`src/rtl/cpc_pkg.sv`:
```
`timescale 1ns / 1ps
`default_nettype none

package cpc_pkg;

	localparam int BYTE_W = 8;
	localparam int SUM16_W = 16;
	localparam int HDR_W = 10;
	localparam int POS_W = 3;
	localparam int FOLD_W = 11;

	localparam logic [POS_W-1:0] POS_MODE = 3'd1;
	localparam logic [POS_W-1:0] POS_HDR_END = 3'd3;
	localparam logic [POS_W-1:0] POS_MIN_EXT_LAST = 3'd5;
	localparam logic [POS_W-1:0] POS_SAT = 3'd6;
	localparam logic [3:0] EXT_NIBBLE = 4'hf;

	typedef struct packed {
		logic                 too_short;
		logic                 extended_packet;
		logic [SUM16_W-1:0]   sum16;
		logic [BYTE_W-1:0]    sum8;
	} result_t;

	function automatic logic [SUM16_W-1:0] add_eac(
		input logic [SUM16_W-1:0] acc,
		input logic [BYTE_W-1:0] b
	);
		logic [SUM16_W:0] s;
		s = {1'b0, acc} + {{(SUM16_W + 1 - BYTE_W){1'b0}}, b};
		return s[SUM16_W-1:0] + {{(SUM16_W - 1){1'b0}}, s[SUM16_W]};
	endfunction

	function automatic logic [BYTE_W-1:0] fold8(input logic [SUM16_W-1:0] v);
		logic [BYTE_W:0] f1;
		logic [BYTE_W:0] f2;
		f1 = {1'b0, v[15:8]} + {1'b0, v[7:0]};
		f2 = {{(BYTE_W){1'b0}}, f1[BYTE_W]} + {1'b0, f1[BYTE_W-1:0]};
		return f2[BYTE_W-1:0];
	endfunction

endpackage

`default_nettype wire

```
`src/rtl/cpc_core.sv`:
```
`timescale 1ns / 1ps
`default_nettype none

module cpc_core (
	input  wire logic              clk,
	input  wire logic              arst_n,
	input  wire logic              step,
	input  wire logic [7:0]        data_byte,
	input  wire logic              last_byte,
	output cpc_pkg::result_t       res
);
	import cpc_pkg::*;

	logic [POS_W-1:0]   pos_q;
	logic               ext_q;
	logic [HDR_W-1:0]   hdr_q;
	logic [SUM16_W-1:0] run_q;

	logic               ext_n;
	logic [HDR_W-1:0]   hdr_n;
	logic [SUM16_W-1:0] run_n;
	logic [POS_W-1:0]   pos_n;
	logic               add_en;
	logic               short_n;
	logic [SUM16_W-1:0] s16;
	logic [FOLD_W-1:0]  ext_total;

	always_comb begin
		ext_n = (pos_q == POS_MODE) ? (data_byte[7:4] == EXT_NIBBLE) : ext_q;
		hdr_n = (pos_q >= POS_MODE && pos_q <= POS_HDR_END)
			? hdr_q + {{(HDR_W - BYTE_W){1'b0}}, data_byte} : hdr_q;
		add_en = ext_n ? (pos_q >= POS_SAT) : (pos_q >= POS_MODE);
		run_n = add_en ? add_eac(run_q, data_byte) : run_q;
		pos_n = (pos_q < POS_SAT) ? pos_q + 3'd1 : pos_q;
		short_n = ext_n && (pos_q < POS_MIN_EXT_LAST);
		s16 = (ext_n && !short_n) ? run_n : '0;
		ext_total = {1'b0, hdr_n} + {{(FOLD_W - BYTE_W){1'b0}}, s16[7:0]}
			+ {{(FOLD_W - BYTE_W){1'b0}}, s16[15:8]};
		res.too_short = short_n;
		res.extended_packet = ext_n;
		res.sum16 = s16;
		res.sum8 = ext_n ? fold8({{(SUM16_W - FOLD_W){1'b0}}, ext_total}) : fold8(run_n);
	end

	always_ff @(posedge clk or negedge arst_n) begin
		if (!arst_n) begin
			pos_q <= '0;
			ext_q <= 1'b0;
			hdr_q <= '0;
			run_q <= '0;
		end else if (step) begin
			if (last_byte) begin
				pos_q <= '0;
				ext_q <= 1'b0;
				hdr_q <= '0;
				run_q <= '0;
			end else begin
				pos_q <= pos_n;
				ext_q <= ext_n;
				hdr_q <= hdr_n;
				run_q <= run_n;
			end
		end
	end

endmodule

`default_nettype wire

```
`src/rtl/command_packet_checksum_top.sv`:
```
`timescale 1ns / 1ps
`default_nettype none

// channel   dir  tdata                          tuser                          tlast
// s_*       in   [7:0] data_byte                -                              last_byte
// m_*       out  [7:0] sum8, [23:8] sum16       [0] extended_packet,           -
//                                               [1] too_short
//
// One byte per cycle unless a last byte waits behind a stalled result; a packet's result
// passes the input register, then the result register, before it is offered on m_*.
// The running sum loop (add with end-around carry) is combinational around a single register.
// Reset clears the packet state and both valid flags.
// A stalled result blocks only a further last byte; other bytes keep flowing.

module command_packet_checksum_top (
	input  wire logic        clk,
	input  wire logic        arst_n,
	input  wire logic        s_tvalid,
	output logic             s_tready,
	input  wire logic [7:0]  s_tdata,   // [7:0] data_byte
	input  wire logic        s_tlast,   // last_byte
	output logic             m_tvalid,
	input  wire logic        m_tready,
	output logic [23:0]      m_tdata,   // [7:0] sum8, [23:8] sum16
	output logic [1:0]       m_tuser    // [0] extended_packet, [1] too_short
);
	import cpc_pkg::*;

	logic        valid_s1;
	logic [7:0]  byte_s1;
	logic        last_s1;
	logic        advance;
	logic        out_valid_q;
	result_t     res;
	result_t     res_q;

	assign advance = valid_s1 && (!last_s1 || !out_valid_q || m_tready);
	assign s_tready = !valid_s1 || advance;

	always_ff @(posedge clk or negedge arst_n) begin
		if (!arst_n) begin
			valid_s1 <= 1'b0;
		end else if (s_tvalid && s_tready) begin
			valid_s1 <= 1'b1;
		end else if (advance) begin
			valid_s1 <= 1'b0;
		end
	end

	always_ff @(posedge clk) begin
		if (s_tvalid && s_tready) begin
			byte_s1 <= s_tdata;
			last_s1 <= s_tlast;
		end
	end

	cpc_core u_core (
		.clk       (clk),
		.arst_n    (arst_n),
		.step      (advance),
		.data_byte (byte_s1),
		.last_byte (last_s1),
		.res       (res)
	);

	always_ff @(posedge clk or negedge arst_n) begin
		if (!arst_n) begin
			out_valid_q <= 1'b0;
		end else if (advance && last_s1) begin
			out_valid_q <= 1'b1;
		end else if (m_tready) begin
			out_valid_q <= 1'b0;
		end
	end

	always_ff @(posedge clk) begin
		if (advance && last_s1) begin
			res_q <= res;
		end
	end

	assign m_tvalid = out_valid_q;
	assign m_tdata = {res_q.sum16, res_q.sum8};
	assign m_tuser = {res_q.too_short, res_q.extended_packet};

endmodule

`default_nettype wire

```
`config.mk`:
```
export PLATFORM = sky130hd
export DESIGN_NAME = command_packet_checksum_top
export DESIGN_NICKNAME = d
export VERILOG_FILES = /design/src/rtl/cpc_pkg.sv /design/src/rtl/cpc_core.sv /design/src/rtl/command_packet_checksum_top.sv
export SDC_FILE = /design/constraint.sdc
export NUM_CORES = 1
export LEC_CHECK = 0
export ABC_AREA = 1
export BUFFER_PORTS_ARGS = -buffer_cell sky130_fd_sc_hd__buf_2
export CAP_MARGIN = 15
export CORE_UTILIZATION = 34
export CTS_CLUSTER_SIZE = 24
export DETAILED_ROUTE_END_ITERATION = 8
export GPL_ROUTABILITY_DRIVEN = 0
export HOLD_SLACK_MARGIN = 0.06
export PLACE_DENSITY_LB_ADDON = 0.25
export SLEW_MARGIN = 5
export SYNTH_ARGS = -nofsm -noshare
export SYNTH_HDL_FRONTEND = slang
export SYNTH_SLANG_ARGS = --single-unit
export TNS_END_PERCENT = 20
```
`constraint.sdc`:
```
create_clock -name clk -period 6.58 [get_ports clk]
set_input_delay 0.658 -clock clk [delete_from_list [all_inputs] [get_ports clk]]
set_output_delay 0.658 -clock clk [all_outputs]
set_load 0.02 [all_outputs]
```
==> results_dict.tcl <==
set metrics [dict create \
    outcome "complete, but fails checks" \
    failed_checks "setup timing" \
    synth_area_leaders "edfxtp_1 (18%), nand2_1 (15%), dfrtp_1 (14%)" \
    ctsHoldBuffers 0 \
    synth.avg_cell_area_um2 7.265 \
    syn2layout_area_growth_pct 32.96 \
    crit_path_start_kind "flop" \
    synth_nets 871 \
    dr_total_vias 5675 \
    crit_slowest_cell "fa_1" \
    hold_path_class "in -> async" \
    cts.sinks 67 \
    regToRegSetupSlack_ps -510 \
    synth_warnings 0 \
    dieArea_um2 17620 \
    ys_dominant_reg_cell "edfxtp_1" \
    grt_overflow 0 \
    antenna_found_initial 0 \
    wl_per_cell_um 14.09 \
    die_w_um 132.7 \
    yosysTopAreaCellShare_pct 18.08 \
    htreeDepth 3 \
    maxSlewViolCount 0 \
    postSynthCellCount 800 \
    crit_fanout 4 \
    drt-total-wl_um 16820 \
    setup-violations-final 7 \
    seqCellArea_um2 1852 \
    diodes 0 \
    synth_edf_count 35 \
    timing.hold.ws_ps 390.0 \
    finClkSkew_ps 9.118 \
    tightest_slew_ps 1023 \
    fp.dieH_um 132.7 \
    start_util_pct 34.92 \
    multiInputGateArea_um2 3605 \
    place_hpwl_um 13340 \
    cts_buffer_depth 2 \
    ios 41 \
    grt_first_pass_wirelength_um 27120 \
    io_buffers 40 \
    vdd_ir_drop_max_uv 187.8 \
    cts_buffers 9 \
    crit_path_frequent_cell "nand2_2" \
    postRouteAntennaNets 0 \
    first_global_vias 5423 \
    period_share_pct 107.7 \
    drc 0 \
    firstDrtPassIters 5 \
    synth_top_cell_by_area "edfxtp_1" \
    timing.final.hold_violations 0 \
    p_per_area_nw_per_um2 408.4 \
    fin_crit_ps 7090 \
    avgViaCountPerCell 4.753 \
    maxCapViolCount 0 \
    cts_root_buf "clkbuf_16" \
    rows 47 \
    maxSlewHeadroom_pct 31.72 \
    rsz0062_at_grt "yes" \
    drtIter0Drc 268 \
    core_area_um2 16640 \
    nFillCells 1650 \
    synth_area_um2 5812 \
    layout.nets 1040 \
    grtUsageTotal_pct 20.14 \
    worst_slack_ps -509.8 \
    slowest_delay_ps 450 \
    cts_tree "yes" \
    cts.clk_slew.worst_paths_ps 60 \
    ys_seq_area_share_pct 31.86 \
    fmax_mhz 141.0 \
    synth_cell_type_count 44 \
    cp.arrival_ps 7180 \
    endpoint_kind "flop" \
    timing.setup.tns_ps -2652 \
    clk_latency_ps 350 \
    async_flop_share_pct 47.76 \
    critPathKind "reg -> reg" \
    synth_seq_cells 67 \
    grt_start_max_net_pins 33 \
    crit_required_ps 6670 \
    drive_gt1_share_pct 29.98 \
    leakagePower_nw 3.967 \
]
## placed cells by master (no fill, tap or decap), drive strengths merged, types with 11 or more instances in the layout
cell type / n
o21ai: 52
o22ai: 13
nand4: 12
inv: 147
buf: 167
ha: 45
nand2: 245
nor2: 52
a21oi: 21
edfxtp: 35
nand3: 68
dfrtp: 32
fa: 13
xor2: 17
clkbuf: 11
## worst paths after layout
path,start,to,depth (start not counted)
max in group asynchronous,arst_n,u_core.hdr_q[4]$_DFFE_PN0P_,1
setup / recovery,u_core.run_q[0]$_DFFE_PN0P_,m_tdata[4]$_DFFE_PP_,53
hold / removal,arst_n,u_core.run_q[8]$_DFFE_PN0P_,1
hold reg to reg,u_core.hdr_q[3]$_DFFE_PN0P_,u_core.hdr_q[3]$_DFFE_PN0P_,2
setup reg to reg,u_core.run_q[0]$_DFFE_PN0P_,m_tdata[4]$_DFFE_PP_,53
min in group clk,s_tdata[6],byte_s1[6]$_DFFE_PP_,1
## power by group
part           total, W  internal, W  switching, W
combinational   0.00204     0.000825       0.00122
clock          0.000481     0.000292      0.000189
sequential     0.000633     0.000567     0.0000660
total           0.00316      0.00168       0.00147
## repair_timing
item | CTS | global route
pin swaps | 32 | 40
endpoints found under the setup margin | 8 | 8
setup buffers | 16 | 11
endpoints found under the hold margin | 0 | 0
resized for setup | 23 | 27
## synth_stat cells (6+ instances only)
library cell / count
a21oi_1: 20
fa_1: 13
dfrtp_1: 32
or2_2: 6
clkbuf_1: 6
xor2_1: 17
o22ai_1: 13
inv_2: 8
nand4_1: 12
o21ai_0: 44
nand3_1: 64
nor2_1: 38
inv_1: 139
nand2_1: 228
nor2_2: 12
a31oi_1: 6
edfxtp_1: 35
ha_1: 45
nand2_2: 17
## stage by stage
step	std cells	power [W]	worst slack [ps]	utilization, %	instance area [um^2]
global route	1194	0.003440	-1072	46.43	7727
detailed placement	1151	0.002575	-664.9	42.40	7056
global placement	1151	0.002581	-489.5	42.40	7056
finish	1194	0.003156	-509.8	46.43	7727
CTS	1183	0.003114	-327.7	45.43	7560
floorplan	800	0.001919	-49.69	-	5878
## critical path: cells and delay by family (launching register included)
family                     cells  cell delay (ps)
AOI/OAI and AO/OA              5              350
DFF                            1              360
buffers and inverters          7              510
and+or+nand+nor               32             3200
adders and majority gates      8             2180
xor gates and xnor gates       1              200
## area by class of cell
cell class,instances,share of cell area (%)
clock buffers,11,3.012
multi-input cells,577,46.65
well taps,220,3.562
clock inverters,5,0.6962
inverters,147,7.141
repair buffers,167,14.98
flip-flops and latches,67,23.96
## per-layer routing
layer	wire, um	vias up	share of wire (%)	GRT usage, %
met2	7750	120	46	32.75
met1	7924	2606	47	26.05
met3	559	34	3.3	3.602
met5	0	-	0	0
li1	-	2915	-	-
met4	589	0	3.5	9.132
## sequential cells by signal, indices dropped and copies added (netlist names)
register / cells
last_s1: 1
byte_s1: 8
u_core.pos_q: 3
m_tuser: 2
m_tdata: 24
valid_s1: 1
u_core.run_q: 16
u_core.ext_q: 1
u_core.hdr_q: 10
m_tvalid: 1
## kinds of logic after synthesis
logic type / synth area share (%)
AO/OA/AOI/OAI: 10.05
XOR/XNOR: 3.165
adder cells (fa/ha/maj): 14.17
buffers and inverters: 10.33
flip-flops: 31.86
AND/OR/NAND/NOR: 30.42
(Power assumes the default switching activity.)
